**src/rtl/time_tick_scaler_unit_defines.svh**
```systemverilog
// Assertion macros for the time tick scaler back end.
// No dependencies.
`ifndef TIME_TICK_SCALER_UNIT_DEFINES_SVH
`define TIME_TICK_SCALER_UNIT_DEFINES_SVH

// Check an implication on every clock edge outside reset.
`define TTS_ASSERT_IMPL(label, clk, rst_n, ante, cons, msg) \
  label: assert property (@(posedge clk) disable iff (!rst_n) (ante) |-> (cons)) \
    else $error(msg);

// Check an implication in the next cycle outside reset.
`define TTS_ASSERT_NEXT(label, clk, rst_n, ante, cons, msg) \
  label: assert property (@(posedge clk) disable iff (!rst_n) (ante) |=> (cons)) \
    else $error(msg);

`endif

```
**src/rtl/tts_pkg.sv**
```systemverilog
// Shared types and constants of the time tick scaler.
// No dependencies.
`timescale 1ns / 1ps
`default_nettype none
package tts_pkg;
  typedef enum logic [1:0] {
    CMD_NS_TO_TICKS = 2'd0,
    CMD_US_TO_TICKS = 2'd1,
    CMD_TICKS_TO_NS = 2'd2,
    CMD_UNUSED      = 2'd3
  } cmd_e;

  typedef enum logic [1:0] {
    ST_EXACT = 2'd0,
    ST_SAT   = 2'd1,
    ST_ZDIV  = 2'd2,
    ST_RSVD  = 2'd3
  } status_e;

  localparam int unsigned FreqW = 40;
  localparam int unsigned ValW  = 64;
  localparam logic [FreqW-1:0] NsPerS = 40'd1000000000;
  localparam logic [FreqW-1:0] UsPerS = 40'd1000000;

  typedef struct packed {
    logic             fast;
    status_e          status;
    logic [ValW-1:0]  value;
    logic [FreqW-1:0] mul;
    logic [FreqW-1:0] div;
  } job_t;
endpackage
`default_nettype wire

```
**src/rtl/tts_queue.sv**
```systemverilog
// Short queue between front and back ends.
// Depends on tts_pkg.
`timescale 1ns / 1ps
`default_nettype none
module tts_queue import tts_pkg::*; (
  input  wire logic clk_i,
  input  wire logic rst_ni,
  input  wire logic in_valid_i,
  output logic      in_ready_o,
  input  job_t      in_job_i,
  output logic      out_valid_o,
  input  wire logic out_ready_i,
  output job_t      out_job_o
);
  job_t mem_q [2];
  logic [1:0] cnt_q, cnt_d;
  logic       wr_q, rd_q;
  logic       push, pop;

  assign in_ready_o  = cnt_q != 2'd2;
  assign out_valid_o = cnt_q != 2'd0;
  assign out_job_o   = mem_q[rd_q];
  assign push = in_valid_i && in_ready_o;
  assign pop  = out_valid_o && out_ready_i;

  always_comb begin
    cnt_d = cnt_q;
    if (push && !pop) cnt_d = cnt_q + 2'd1;
    else if (pop && !push) cnt_d = cnt_q - 2'd1;
  end

  always_ff @(posedge clk_i or negedge rst_ni) begin
    if (!rst_ni) begin
      cnt_q <= '0;
      wr_q  <= 1'b0;
      rd_q  <= 1'b0;
    end else begin
      cnt_q <= cnt_d;
      if (push) wr_q <= !wr_q;
      if (pop) rd_q <= !rd_q;
    end
  end

  always_ff @(posedge clk_i) begin
    if (push) mem_q[wr_q] <= in_job_i;
  end
endmodule
`default_nettype wire

```
**config.mk**
```make
export PLATFORM = sky130hd
export DESIGN_NAME = tts_queue
export DESIGN_NICKNAME = d
export VERILOG_FILES = /design/src/rtl/time_tick_scaler_unit_defines.svh /design/src/rtl/tts_pkg.sv /design/src/rtl/tts_queue.sv
export SDC_FILE = /design/constraint.sdc
export NUM_CORES = 1
export LEC_CHECK = 0
export BUFFER_PORTS_ARGS = -buffer_cell sky130_fd_sc_hd__buf_2
export CORE_MARGIN = 2
export CORE_UTILIZATION = 50
export DETAILED_ROUTE_END_ITERATION = 7
export PLACE_DENSITY = 0.83
export SYNTH_ARGS = -nofsm -noshare
export SYNTH_HDL_FRONTEND = slang
export SYNTH_SLANG_ARGS = --single-unit
```
**constraint.sdc**
```tcl
create_clock -name clk_i -period 22.5 [get_ports clk_i]
set_input_delay 2.25 -clock clk_i [delete_from_list [all_inputs] [get_ports clk_i]]
set_output_delay 2.25 -clock clk_i [all_outputs]
set_load 0.01 [all_outputs]
```
; Yosys cells after proc, flatten, opt, wreduce, memory -nomap -nowiden
; Memory sizes are Yosys's and may differ from the RTL's.
; Index checks and enable logic that the tools add are counted.
[totals]
word_cells = 21
register_bits = 4
mem_count = 1
input_bits = 151
ram_bits = 294
[classes]
n_mux = 4
addsub = 2
n_reduce_logical = 10
n_eq_ne = 1
[memory_table]
columns = name, words, width, read_ports, rd_clocked_by_memory_dff, write_ports, line
row1 = mem_q, 2, 147, 1, 0, 1, tts_queue.sv:15  ; job_t mem_q [2];
[ops]
columns = operator, count
row1 = logical AND 1 bit, 4
row2 = logical NOT 1 bit, 4
row3 = 2-to-1 mux 2 bit, 2
row4 = nonzero test 2 bit, 2
row5 = adder 2 x 1 -> 2 bit (second input constant), 1
row6 = 2-to-1 mux 1 bit, 2
row7 = inequality test 2 bit (second input constant), 1
row8 = subtractor 2 x 1 -> 2 bit (second input constant), 1

; Longest topological paths before layout
[logic_depth]
ltp_word = 6
depth_mapped = 7
ltp_nobuf = 7

; Least setup slack after synthesis
; OpenSTA, ideal clock, no wires.
[synth_timing]
kind = input to register
startpoint = input in_valid_i
endpoint = memory mem_q[0][0] in the netlist's numbering (enable)
t_arrival_ps = 8444
path_buffers = 0
path_stages = 2
slack_ps = 13400
path_cell_list = nand2_1 -> nor2_1
[synth_via]
elab_chain_len = 3
[synth_rtl]
columns = item, line
row1 = from (decl), tts_queue.sv:8  ; input wire logic in_valid_i,
row2 = logical AND 1 bit, tts_queue.sv:23  ; assign push = in_valid_i && in_ready_o;
row3 = 2-to-1 mux 1 bit, tts_queue.sv:45  ; if (push) mem_q[wr_q] <= in_job_i;
row4 = 2-to-1 mux 1 bit (implied by the code), tts_queue.sv:45
row5 = to (decl), tts_queue.sv:15
; No other way between the ends.

==> results.ini <==
[run_status]
outcome = completed

[sta]
min_period_over_period = 0.2419
setup_ws_ns = 17.06
fin_tns_setup_ns = 0
timing.fmax_mhz = 183.7
tightest_slew_ns = 1.134
fin_worst_skew_ns = 0.006065
setup_viol = 0
rsz0062_at_grt = no
finalHoldViolCount = 0
slew_viol_final = 0
slew_headroom = 0.2439
fin_crit_ns = 5.444

[final_layout]
drive_above_1_share = 0.6057
final_common_cell = buf_2
nNetsFinal = 946
regArea_mm2 = 0.008932
syn2layout_area_growth_pct = 24.79
fin_util = 0.6393
final_cell_mix = 299 x buf_2, 294 x edfxtp_1, 147 x mux2_2
multi_input_area_mm2 = 0.001758
fillers = 1490

[routing]
wirelength_mm = 20.15
drt_first_pass_iters = 4
drc = 0
viasPerCell = 5.031
dr_total_vias = 5504
drt_iter0_markers = 193
drtAntennaViolNets = 0
avgRoutedWirePerCell_um = 18.42

[worst_hold_path]
hp-start = cnt_q[1]
holdCritPathClass = reg2reg
hold_depth = 1

[cts]
numCtsBuffers = 30
cts_hold_buf = 0
cts_buffer_depth = 3
cts_setup_buffers = 0
root_buffer = clkbuf_16
cts_tree = yes
path_clk_slew_ns = 0.06
cts_resized = 0
cts_sinks = 298
h-tree-depth = 1
clkLatencyLatePin_ns = 0.53

[floorplanning]
io-pin-count = 300
start_util = 0.5123
fp.dieArea_mm2 = 0.02287
die_x_um = 151.2
core_area_mm2 = 0.02115
die-height_um = 151.2
rows = 53

[synth]
synth_largest_area_cell = edfxtp_1
syn_inst = 475
ys_seq_area_frac = 0.8238
synthTopCellsByArea = edfxtp_1 81%, mux2_2 15%, buf_6 1.2%
ys_warn_count = 0
ys_ff_latch = 298
avgSynthCellArea_um2 = 22.82
syn_nets = 627
synth.distinct_cells = 15
synthesis.area_mm2 = 0.01084
synth_top_area_frac = 0.8146

[grt]
grt_pass1_wl_mm = 28.83
antenna_found_initial = 4
grt_max_degree = 87
grt_usage = 0.1649
grt_pass1_vias = 5597
grt_remaining_overflow = 0

[power]
vdd_drop_max_mv = 0.09206
p_leak_nw = 5.061
total_power_w = 0.001766
power.density_mw_per_mm2 = 130.6

[critical_path]
critPathMaxFanout = 86
crit_path_end_kind = output pin
critPathLaunch = rd_q
crit_required_ns = 20.25
crit_type = reg2out
reg2reg_depth = 3
reg2reg_from = cnt_q[0]
arrival_ns = 3.19
reg2reg_slack_ns = 19.71
worstSetupStartpointType = flop

[place]
portBuffers = 299
dp_hpwl_mm = 13.25
dpl_worst_slack_ns = 17.62
gp_congestion = 0.7537

[job]
cap_viol_max_count = 0

[registers in the layout, summed over array words and instances, names as in the netlist]
name and count:
mem_q 294, cnt_q 2, rd_q 1, wr_q 1
[final timing paths]
path / end
min in group asynchronous: wr_q
max in group asynchronous: rd_q
max: out_job_o[45]
min reg2reg: cnt_q[1]
min: cnt_q[1]
max reg2reg: mem_q[1][57]
[through the flow]
step / hold WS (ns) / cell area [um^2] / std cells
6_report: 0.4945 / 13520 / 1094
5_1_grt: 0.5223 / 13520 / 1092
4_1_cts: 0.4969 / 13510 / 1089
3_5_place_dp: 0.4888 / 12560 / 1037
3_3_place_gp: 0.4724 / 12560 / 1037
2_1_floorplan: 0.4559 / 10840 / 475
[where the power goes]
group	switching, W	total (W)	internal, W	leakage [nW]
registers	0.0000498	0.000811	0.000762	2.78
logic	0.000258	0.000482	0.000223	1.82
clock network	0.000189	0.000473	0.000284	0.463
[worst max-delay path, cell delays in order, from the launching register on]
cell and delay (ns):
dfrtp_4 0.95, buf_4 0.96, mux2_2 0.44, buf_2 0.14
[synth_stat cells (all sizes together)]
cell type,number
nand2,2
and3,1
buf,16
inv,1
dfrtp,4
ha,1
edfxtp,294
nand2b,1
nor2,2
mux2,147
or2,1
xor2,2
xnor2,3
[layout make-up]
cell class | count | area share
repair buffers | 303 | 0.1129
clock inverters | 15 | 0.01101
flip-flops and latches | 298 | 0.6605
clock buffers | 37 | 0.05903
multi-input cells | 160 | 0.1300
inverters | 1 | 0.0002775
diodes | 5 | 0.0009252
well taps | 275 | 0.02544
[cell families (layout without fill, tap and decap cells)]
| group | count (synthesis) | in the layout | synth area share |
|---|---|---|---|
| muxes | 147 | 147 | 0.1527 |
| other | 0 | 5 | 0 |
| buffers and inverters | 17 | 356 | 0.01512 |
| adders and majority gates | 1 | 1 | 0.001154 |
| xor gates and xnor gates | 5 | 5 | 0.004041 |
| and+or+nand+nor | 7 | 7 | 0.003119 |
| DFF | 298 | 298 | 0.8238 |
[layer usage]
layer	up-vias	track usage	wire length, um
li1	2551	-	-
met1	2679	0.1867	7314
met2	232	0.2932	10400
met3	40	0.05060	1803
met4	2	0.06215	619
met5	-	0	13
(Power assumes the default switching activity.)
