**src/rtl/time_tick_scaler_unit_defines.svh**
```systemverilog
// Assertion macros for the time tick scaler back end.
// No dependencies.
`ifndef TIME_TICK_SCALER_UNIT_DEFINES_SVH
`define TIME_TICK_SCALER_UNIT_DEFINES_SVH

// Check an implication on every clock edge outside reset.
`define TTS_ASSERT_IMPL(label, clk, rst_n, ante, cons, msg) \
  label: assert property (@(posedge clk) disable iff (!rst_n) (ante) |-> (cons)) \
    else $error(msg);

// Check an implication in the next cycle outside reset.
`define TTS_ASSERT_NEXT(label, clk, rst_n, ante, cons, msg) \
  label: assert property (@(posedge clk) disable iff (!rst_n) (ante) |=> (cons)) \
    else $error(msg);

`endif

```
**src/rtl/tts_pkg.sv**
```systemverilog
// Shared types and constants of the time tick scaler.
// No dependencies.
`timescale 1ns / 1ps
`default_nettype none
package tts_pkg;
  typedef enum logic [1:0] {
    CMD_NS_TO_TICKS = 2'd0,
    CMD_US_TO_TICKS = 2'd1,
    CMD_TICKS_TO_NS = 2'd2,
    CMD_UNUSED      = 2'd3
  } cmd_e;

  typedef enum logic [1:0] {
    ST_EXACT = 2'd0,
    ST_SAT   = 2'd1,
    ST_ZDIV  = 2'd2,
    ST_RSVD  = 2'd3
  } status_e;

  localparam int unsigned FreqW = 40;
  localparam int unsigned ValW  = 64;
  localparam logic [FreqW-1:0] NsPerS = 40'd1000000000;
  localparam logic [FreqW-1:0] UsPerS = 40'd1000000;

  typedef struct packed {
    logic             fast;
    status_e          status;
    logic [ValW-1:0]  value;
    logic [FreqW-1:0] mul;
    logic [FreqW-1:0] div;
  } job_t;
endpackage
`default_nettype wire

```
**src/rtl/tts_front.sv**
```systemverilog
// Front end: accepts beats, picks multiplier and divisor, flags trivial cases.
// Depends on tts_pkg.
`timescale 1ns / 1ps
`default_nettype none
module tts_front import tts_pkg::*; (
  input  wire logic             clk_i,
  input  wire logic             rst_ni,
  input  wire logic             valid_i,
  output logic                  ready_o,
  input  wire logic [1:0]       cmd_i,
  input  wire logic [ValW-1:0]  value_i,
  input  wire logic [FreqW-1:0] freq_i,
  output logic                  job_valid_o,
  input  wire logic             job_ready_i,
  output job_t                  job_o
);
  logic vld_q;
  job_t job_q, job_d;

  assign ready_o     = !vld_q || job_ready_i;
  assign job_valid_o = vld_q;
  assign job_o       = job_q;

  always_comb begin
    job_d.value  = value_i;
    job_d.mul    = freq_i;
    job_d.div    = NsPerS;
    job_d.fast   = 1'b0;
    job_d.status = ST_EXACT;
    unique case (cmd_e'(cmd_i))
      CMD_NS_TO_TICKS: job_d.div = NsPerS;
      CMD_US_TO_TICKS: job_d.div = UsPerS;
      CMD_TICKS_TO_NS: begin
        job_d.mul = NsPerS;
        job_d.div = freq_i;
        if (freq_i == '0) begin
          job_d.fast   = 1'b1;
          job_d.status = ST_ZDIV;
        end
      end
      default: job_d.fast = 1'b1;
    endcase
  end

  always_ff @(posedge clk_i or negedge rst_ni) begin
    if (!rst_ni) begin
      vld_q <= 1'b0;
    end else if (ready_o) begin
      vld_q <= valid_i;
    end
  end

  always_ff @(posedge clk_i) begin
    if (ready_o && valid_i) begin
      job_q <= job_d;
    end
  end
endmodule
`default_nettype wire

```
**config.mk**
```make
export PLATFORM = sky130hd
export DESIGN_NAME = tts_front
export DESIGN_NICKNAME = d
export VERILOG_FILES = /design/src/rtl/time_tick_scaler_unit_defines.svh /design/src/rtl/tts_pkg.sv /design/src/rtl/tts_front.sv
export SDC_FILE = /design/constraint.sdc
export NUM_CORES = 1
export LEC_CHECK = 0
export BUFFER_PORTS_ARGS = -buffer_cell sky130_fd_sc_hd__buf_2
export CELL_PAD_IN_SITES_DETAIL_PLACEMENT = 0
export CELL_PAD_IN_SITES_GLOBAL_PLACEMENT = 1
export CORE_AREA = 2 2 124 126
export DETAILED_ROUTE_END_ITERATION = 7
export DIE_AREA = 0 0 126 128
export GPL_TIMING_DRIVEN = 1
export MAX_ROUTING_LAYER = met4
export PLACE_DENSITY_LB_ADDON = 0.3
export SYNTH_ARGS = -nofsm -noshare
export SYNTH_HDL_FRONTEND = slang
export SYNTH_SLANG_ARGS = --single-unit
```
**constraint.sdc**
```tcl
create_clock -name clk_i -period 5.65 [get_ports clk_i]
set_input_delay 1.13 -clock clk_i [delete_from_list [all_inputs] [get_ports clk_i]]
set_output_delay 1.13 -clock clk_i [all_outputs]
set_load 0.01 [all_outputs]
```
; ---- Word level (Yosys, flattened, before mapping)
; Cells that the tools add are included.
[op_classes]
eq_ne = 2
n_mux = 3
n_reduce_logical = 6
[ops]
columns = cell, n
row1 = 40-bit one-hot mux with 2 select lines, 1
row2 = 40-bit zero test, 1
row3 = 3-bit two-way mux, 1
row4 = 2-bit by 1-bit == test with 1-bit output (second input constant), 1
row5 = 2-bit == test (second input constant), 1
row6 = 2-bit zero test, 1
row7 = 1-bit one-hot mux with 2 select lines, 1
row8 = 2-bit OR reduction, 1
row9 = 1-bit logical AND, 1
row10 = 1-bit zero test, 1
row11 = 1-bit logical OR, 1
[word_totals]
regBits = 148
inputBits = 110
elab_cells = 17

; ---- Longest topological paths before layout
; Gate-level depths: netlist of run 1.
[depth]
ltp_word = 3
mapped_depth = 7

; ---- Worst setup path after synthesis of run 1
; Ideal clock, no wire load.
[synth_path]
kind = input to register
startpoint = input port job_ready_i
endpoint = register job_q, in the netlist job_o[0] (enable)
setup_time_ns = 0.523
arrival_ns = 4.695
t_required_ns = 5.127
path_slack_ns = 0.432
cell_stages = 2
n_path_buf = 0
path_cell_list = nand2b_1 > and2_1
[synth_between]
elab_chain_cells = 2
[synth_lines]
columns = item, line
row1 = from (decl), tts_front.sv:14  ; input wire logic job_ready_i,
row2 = 1-bit logical OR, tts_front.sv:20  ; assign ready_o = !vld_q || job_ready_i;
row3 = 1-bit logical AND, tts_front.sv:54  ; if (ready_o && valid_i) begin
row4 = to (signal assigned), tts_front.sv:55  ; job_q <= job_d;
row5 = to (decl), tts_front.sv:18  ; job_t job_q, job_d;
; No other way between the ends.
; A chain may end at the register's enable or synchronous reset.

; ---- Final worst setup path of run 1
[layout_path]
startpoint = input port job_ready_i
endpoint = output port ready_o
[layout_between]
elab_chain_cells = 1
[layout_lines]
columns = item, line
row1 = 1-bit logical OR, tts_front.sv:20
row2 = to (decl), tts_front.sv:9  ; output logic ready_o,
; No other way between the ends.

==> results of run 1 <==
kinds of logic after synthesis:
kind of cell,count (synthesis),share of synthesized area (%)
buf+inv,13,1.196
flops,147,84.33
fa+ha+maj,3,0.7180
simple gates,113,13.09
other cells,1,0.07172
compound gates,4,0.5982
synthesized netlist by cell type, drive strengths merged, types with 2 or more instances:
cell type,instances
nand2,26
inv,2
and2,25
nand2b,2
clkbuf,6
a21oi,3
or2,13
buf,4
ha,3
nor4,8
nand4,2
nor2b,31
edfxtp,146
nor3,2
nor2,2
area by class of cell:
class                      instances  share of cell area [%]
clock inverter                    13                   2.504
multi-input combinational        121                   10.37
antenna                            1                 0.03407
inverter                           3                  0.1533
clock buffer                      19                   5.893
tap                              188                   3.202
sequential                       147                   60.02
timing repair buffer             260                   17.82
power by group through the flow:
| stage | logic, W | clock network [W] | registers [W] |
|---|---|---|---|
| detailed placement | 0.000218 | 0 | 0.00131 |
| finish | 0.000213 | 0.00116 | 0.00129 |
| CTS | 0.000218 | 0.00119 | 0.00129 |
| global placement | 0.000213 | 0 | 0.00131 |
| global route | 0.000234 | 0.00125 | 0.00130 |
| floorplan | 0.0000576 | 0 | 0.00136 |
registers in the layout, indices dropped and copies added, names as in the netlist:
name / flops
job_o: 146
job_valid_o: 1
worst max-delay path, cell delays in order:
cell      delay (ns)
buf_2           0.09
nand2b_1        0.16
buf_2           0.15
per-layer routing:
metal | part of all wire (%) | global-route usage [%]
met5 | 0 | -
met2 | 51 | 25.87
met3 | 9.3 | 6.302
met4 | 0.95 | 6.529
met1 | 39 | 18.62
final timing paths:
path                                    end  slack, ns        start  cells after the start
worst max-delay path                ready_o       2.99  job_ready_i                      3
worst min register to register  job_valid_o       0.55  job_valid_o                      2
min in group clk_i              job_valid_o       0.55  job_valid_o                      2
worst min-delay path            job_valid_o       0.48       rst_ni                      1
max in group asynchronous       job_valid_o       5.08       rst_ni                      1
worst max register to register    job_o[20]       3.46  job_valid_o                      3
per-stage QoR:
| stage | worst slack (ns) | total power (W) | area [sq um] | utilization [%] |
|---|---|---|---|---|
| floorplan | 0.4316 | 0.001415 | 5229 | - |
| global placement | 2.647 | 0.001526 | 6726 | 45.25 |
| detailed placement | 2.585 | 0.001533 | 6726 | 45.25 |
| CTS | 2.991 | 0.002705 | 7343 | 49.40 |
| global route | 2.925 | 0.002779 | 7346 | 49.42 |
| finish | 2.993 | 0.002667 | 7346 | 49.42 |
==> out/results.tsv, run 1 <==
stage	metric	value	unit
setup_path	crit path capture type	output port	
synth	register area share after synthesis	84.33	%
drt	DR WL/cell	16.72	microns
pwr	combinational share of power	8.0	%
timing	fin crit period	2.657	ns
timing	fin. max-slew vios	0	
timing	Final Hold Fails	0	
synth	Unique masters post-synth	26	
pwr	total net switching power	0.0005653	W
timing	max_slew headroom	48.39	%
synth	Post-synth EDFFs	146	
die	row count	45	
status	status	finished, final reports clean	
die	Die H	128	microns
layout	fin cells	752	
synth	Syn Inst Count	281	
pwr	Sw Share	21.19	%
grt	antenna violations before repair	1	
min_path	worst min path class	in2async	
pwr	maximum vdd drop	0.1847	mV
setup_path	Worst Path Required	4.52	ns
timing	Final Skew	0.008209	ns
synth	Synth area leader	edfxtp_1	
run	Max-Cap Viols	0	
clock_tree	Clock Tree Buf Depth	2	
layout	FF+latch area	4409	sq um
synth	syn nets	394	
layout	most frequent cells in the layout	257 x buf_2, 146 x edfxtp_1, 31 x nor2b_1	
grt	first-pass GRT wire length	18710	microns
drt	# DRC	0	
die	DIE WIDTH	126	microns
drt	drt first pass iters	4	
setup_path	Crit Path Class	in2out	
layout	share of cells above drive strength 1	55.06	%
pwr	Int Power	0.002102	W
drt	vias post-DR	3324	
clock_tree	post_cts resized	0	
drt	Total Routed Length	12570	microns
synth	commonest register cell after synthesis	edfxtp_1	
synth	synth top area cells	edfxtp_1 84%, nor2b_1 3.7%, and2_1 3.0%	
placement	placed insts	719	
clock_tree	Num CTS Buffers	17	
timing	Worst-Margin Slew	0.7742	ns
layout	nets	663	
clock_tree	H-tree levels	4	
synth	Avg Inst Size Synth	18.61	sq um
die	DIE AREA	16130	sq um
clock_tree	# clock sinks	147	
placement	GPL Wtd Cong	0.7636	
placement	port buffer count	257	
grt	largest net degree at the start of global routing	74	
pwr	Clk pwr share	43.6	%
timing	Period Utilization, post-route	47.03	%
pwr	PD cells	363.1	nW/um^2
drt	initial drt markers	211	
grt	Total GRT Usage	16.26	%
timing	Setup TNS Final	0	ns
setup_path	Setup crit start kind	input port	
timing	fmax	376.3	MHz
layout	filler cell count	1333	
synth	post-synthesis register bit count	147	
grt	GR Overflow Total	0	
placement	Post-DP HPWL	9300	microns
die	Core Box Area	14860	sq um
layout	commonest non-fill, non-tap cell in the layout	buf_2	
layout	area growth from synthesis to layout	40.49	%
setup_path	Worst EP arrival	1.53	ns
clock_tree	CTS tree	yes	
timing	Hold Slack	0.4811	ns
timing	Final setup violation count	0	
synth	yosys warns	0	
layout	area of the multi-input gates	762.0	sq um
drt	routed vias/inst	4.420	
die	initial core utilization	35.18	%
pwr	leakage power	3.045	nW
drt	post-route ant nets	0	
grt	vias in the first global route	3343	
clock_tree	Skew-Pair Late Insertion Delay	0.41	ns
clock_tree	postcts setup bufs	0	
synth	Post-Syn Area	5229	sq um
pwr	Reg power frac	48.4	%
die	# IOs	259	
timing	RSZ-0062 raised after global routing	false	
clock_tree	clock root buffer master	clkbuf_16	
synth	asr flop ratio synth	0.6803	%
setup_path	largest fanout on the critical path	3	
synth	area share of the largest cell type after synthesis	83.85	%
clock_tree	hold bufs inserted after CTS	0	
clock_tree	Worst-path clk slew	0.06	ns
(Power assumes the default switching activity.)
==> inputs of run 2 (changes only) <==
Clock period 5.65 ns to 2.5 ns, I/O delays scaled along.
==> run 2 against run 1 <==
Net effect: clock skew shrank 0.0030 ns; critical endpoint unchanged; combinational power increased by 140%; largest power group unchanged; via count decreased by 1.3%; largest cell class unchanged; global-route usage about the same; critical path type is now reg2out; highest routed layer unchanged.
==> out/results.tsv, run 2 (synthesis results as in run 1) <==
stage	metric	value	unit	change
status	status	finished, final reports clean		
placement	port buffer count	257		unchanged
layout	FF+latch area	4409	sq um	unchanged
setup_path	Crit Path Class	reg2out		
clock_tree	hold bufs inserted after CTS	1		+1
timing	RSZ-0062 raised after global routing	false		
timing	Final Hold Fails	0		unchanged
placement	Cell Area, Placed	6792	sq um	+0.97%
setup_path	Setup crit start kind	flop		
drt	vias post-DR	3282		-1.3%
pwr	PD cells	793.9	nW/um^2	+120%
timing	fin. max-slew vios	0		unchanged
layout	Post-Layout Inst Area	7370	sq um	+0.32%
clock_tree	Skew-Pair Late Insertion Delay	0.41	ns	about the same
setup_path	slowest stage cell, crit path	dfrtp_1		
placement	Post-DP HPWL	9659	microns	+3.9%
die	# IOs	259		unchanged
clock_tree	Num CTS Buffers	17		unchanged
clock_tree	Worst-path clk slew	0.06	ns	about the same
setup_path	largest fanout on the critical path	3		unchanged
pwr	Power Total	0.005850	W	+120%
run	Max-Cap Viols	0		unchanged
layout	filler cell count	1308		-1.9%
timing	Final setup violation count	0		unchanged
grt	Total GRT Usage	16.22	%	-0.040 points
layout	area of the multi-input gates	762.0	sq um	unchanged
drt	post-route ant nets	0		unchanged
layout	nets	666		+0.45%
drt	DR WL/cell	17.19	microns	+2.8%
drt	Total Routed Length	12970	microns	+3.1%
pwr	maximum vdd drop	0.4019	mV	+120%
drt	# DRC	0		unchanged
die	Die H	128	microns	unchanged
drt	drt first pass iters	4		unchanged
die	initial core utilization	35.18	%	unchanged
layout	max reg flops	146		unchanged
grt	vias in the first global route	3261		-2.5%
timing	fin crit period	1.530	ns	
setup_path	Worst EP arrival	1.03	ns	-0.50 ns
clock_tree	clock root buffer master	clkbuf_16		
clock_tree	# clock sinks	147		unchanged
clock_tree	postcts setup bufs	0		unchanged
setup_path	critical path cell sequence	nand2b_1 > buf_2		
pwr	leakage power	3.052	nW	+0.20%
placement	GPL Wtd Cong	0.7820		+2.4%
timing	fmax	653.5	MHz	
die	Core Box Area	14860	sq um	unchanged
layout	area growth from synthesis to layout	40.94	%	
layout	most frequent cells in the layout	257 x buf_2, 146 x edfxtp_1, 31 x nor2b_1		
timing	Final Skew	0.005181	ns	-0.003029 ns
drt	initial drt markers	216		+2.4%
grt	GR Overflow Total	0		unchanged
layout	share of cells above drive strength 1	55.04	%	about the same
setup_path	crit-path max cell delay	0.38	ns	+0.22 ns
die	DIE WIDTH	126	microns	unchanged
drt	routed vias/inst	4.353		-1.5%
timing	Period Utilization, post-route	61.21	%	
die	row count	45		unchanged
clock_tree	Clock Tree Buf Depth	2		unchanged
setup_path	Worst Path Required	2.00	ns	-2.52 ns
min_path	worst min path class	in2reg		
layout	commonest non-fill, non-tap cell in the layout	buf_2		
setup_path	crit path capture type	output port		
clock_tree	CTS tree	yes		
grt	first-pass GRT wire length	18750	microns	+0.22%
clock_tree	H-tree levels	4		unchanged
die	DIE AREA	16130	sq um	unchanged
clock_tree	post_cts resized	0		unchanged
grt	largest net degree at the start of global routing	65		-12%
timing	Setup TNS Final	0	ns	unchanged
grt	antenna violations before repair	1		unchanged
## run 2: cell type report
class,count,share of cell area [%]
repair buffers,263,18.78
clock inverters,13,1.851
diodes,1,0.03396
clock buffers,18,5.823
flip-flops and latches,147,59.83
multi-input cells,121,10.34
inverters,3,0.1528
well taps,188,3.192
## run 2: path summary, 6_finish.rpt
check / startpoint / end / slack [ns] / depth (start not counted)
max in group asynchronous: rst_ni / job_valid_o / 2.03 / 2
max: job_valid_o / ready_o / 0.97 / 2
min in group asynchronous: rst_ni / job_valid_o / 0.39 / 2
min reg2reg: job_valid_o / job_valid_o / 0.54 / 2
max reg2reg: job_valid_o / job_o[137] / 1.04 / 3
min: value_i[53] / job_o[133] / 0.26 / 1
## run 2: report_power, final
group | leakage, nW | internal [W] | switching (W) | total [W]
registers | 1.41 | 0.00288 | 0.0000316 | 0.00292
clock network | 0.259 | 0.00146 | 0.000975 | 0.00243
logic | 1.38 | 0.000210 | 0.000290 | 0.000501
total | 3.05 | 0.00455 | 0.00130 | 0.00585
## run 2: per-stage QoR
stage / setup WS, ns / std cells / hold slack (ns) / util (%)
finish: 0.9697 / 754 / 0.2590 / 49.58
global route: 0.8837 / 754 / 0.2398 / 49.58
CTS: 0.9419 / 753 / 0.2405 / 49.56
detailed placement: 0.7099 / 721 / 0.2751 / 45.69
global placement: 0.7334 / 721 / 0.2756 / 45.69
floorplan: 0.3089 / 281 / 0.2044 / -
## run 2: per-layer routing
metal	GRT usage [%]	share of wire (%)	vias up	wire (microns)
li1	-	-	1574	-
met1	19.72	41	1532	5345
met2	25.27	49	164	6349
met3	5.968	8.7	12	1128
met4	5.430	1.1	0	142
met5	-	0	-	0
## run 2: worst max-delay path, delay by kind of cell (launching register included)
family,cells,cell delay [ns]
and+or+nand+nor,1,0.11
DFF,1,0.38
buffers and inverters,1,0.14
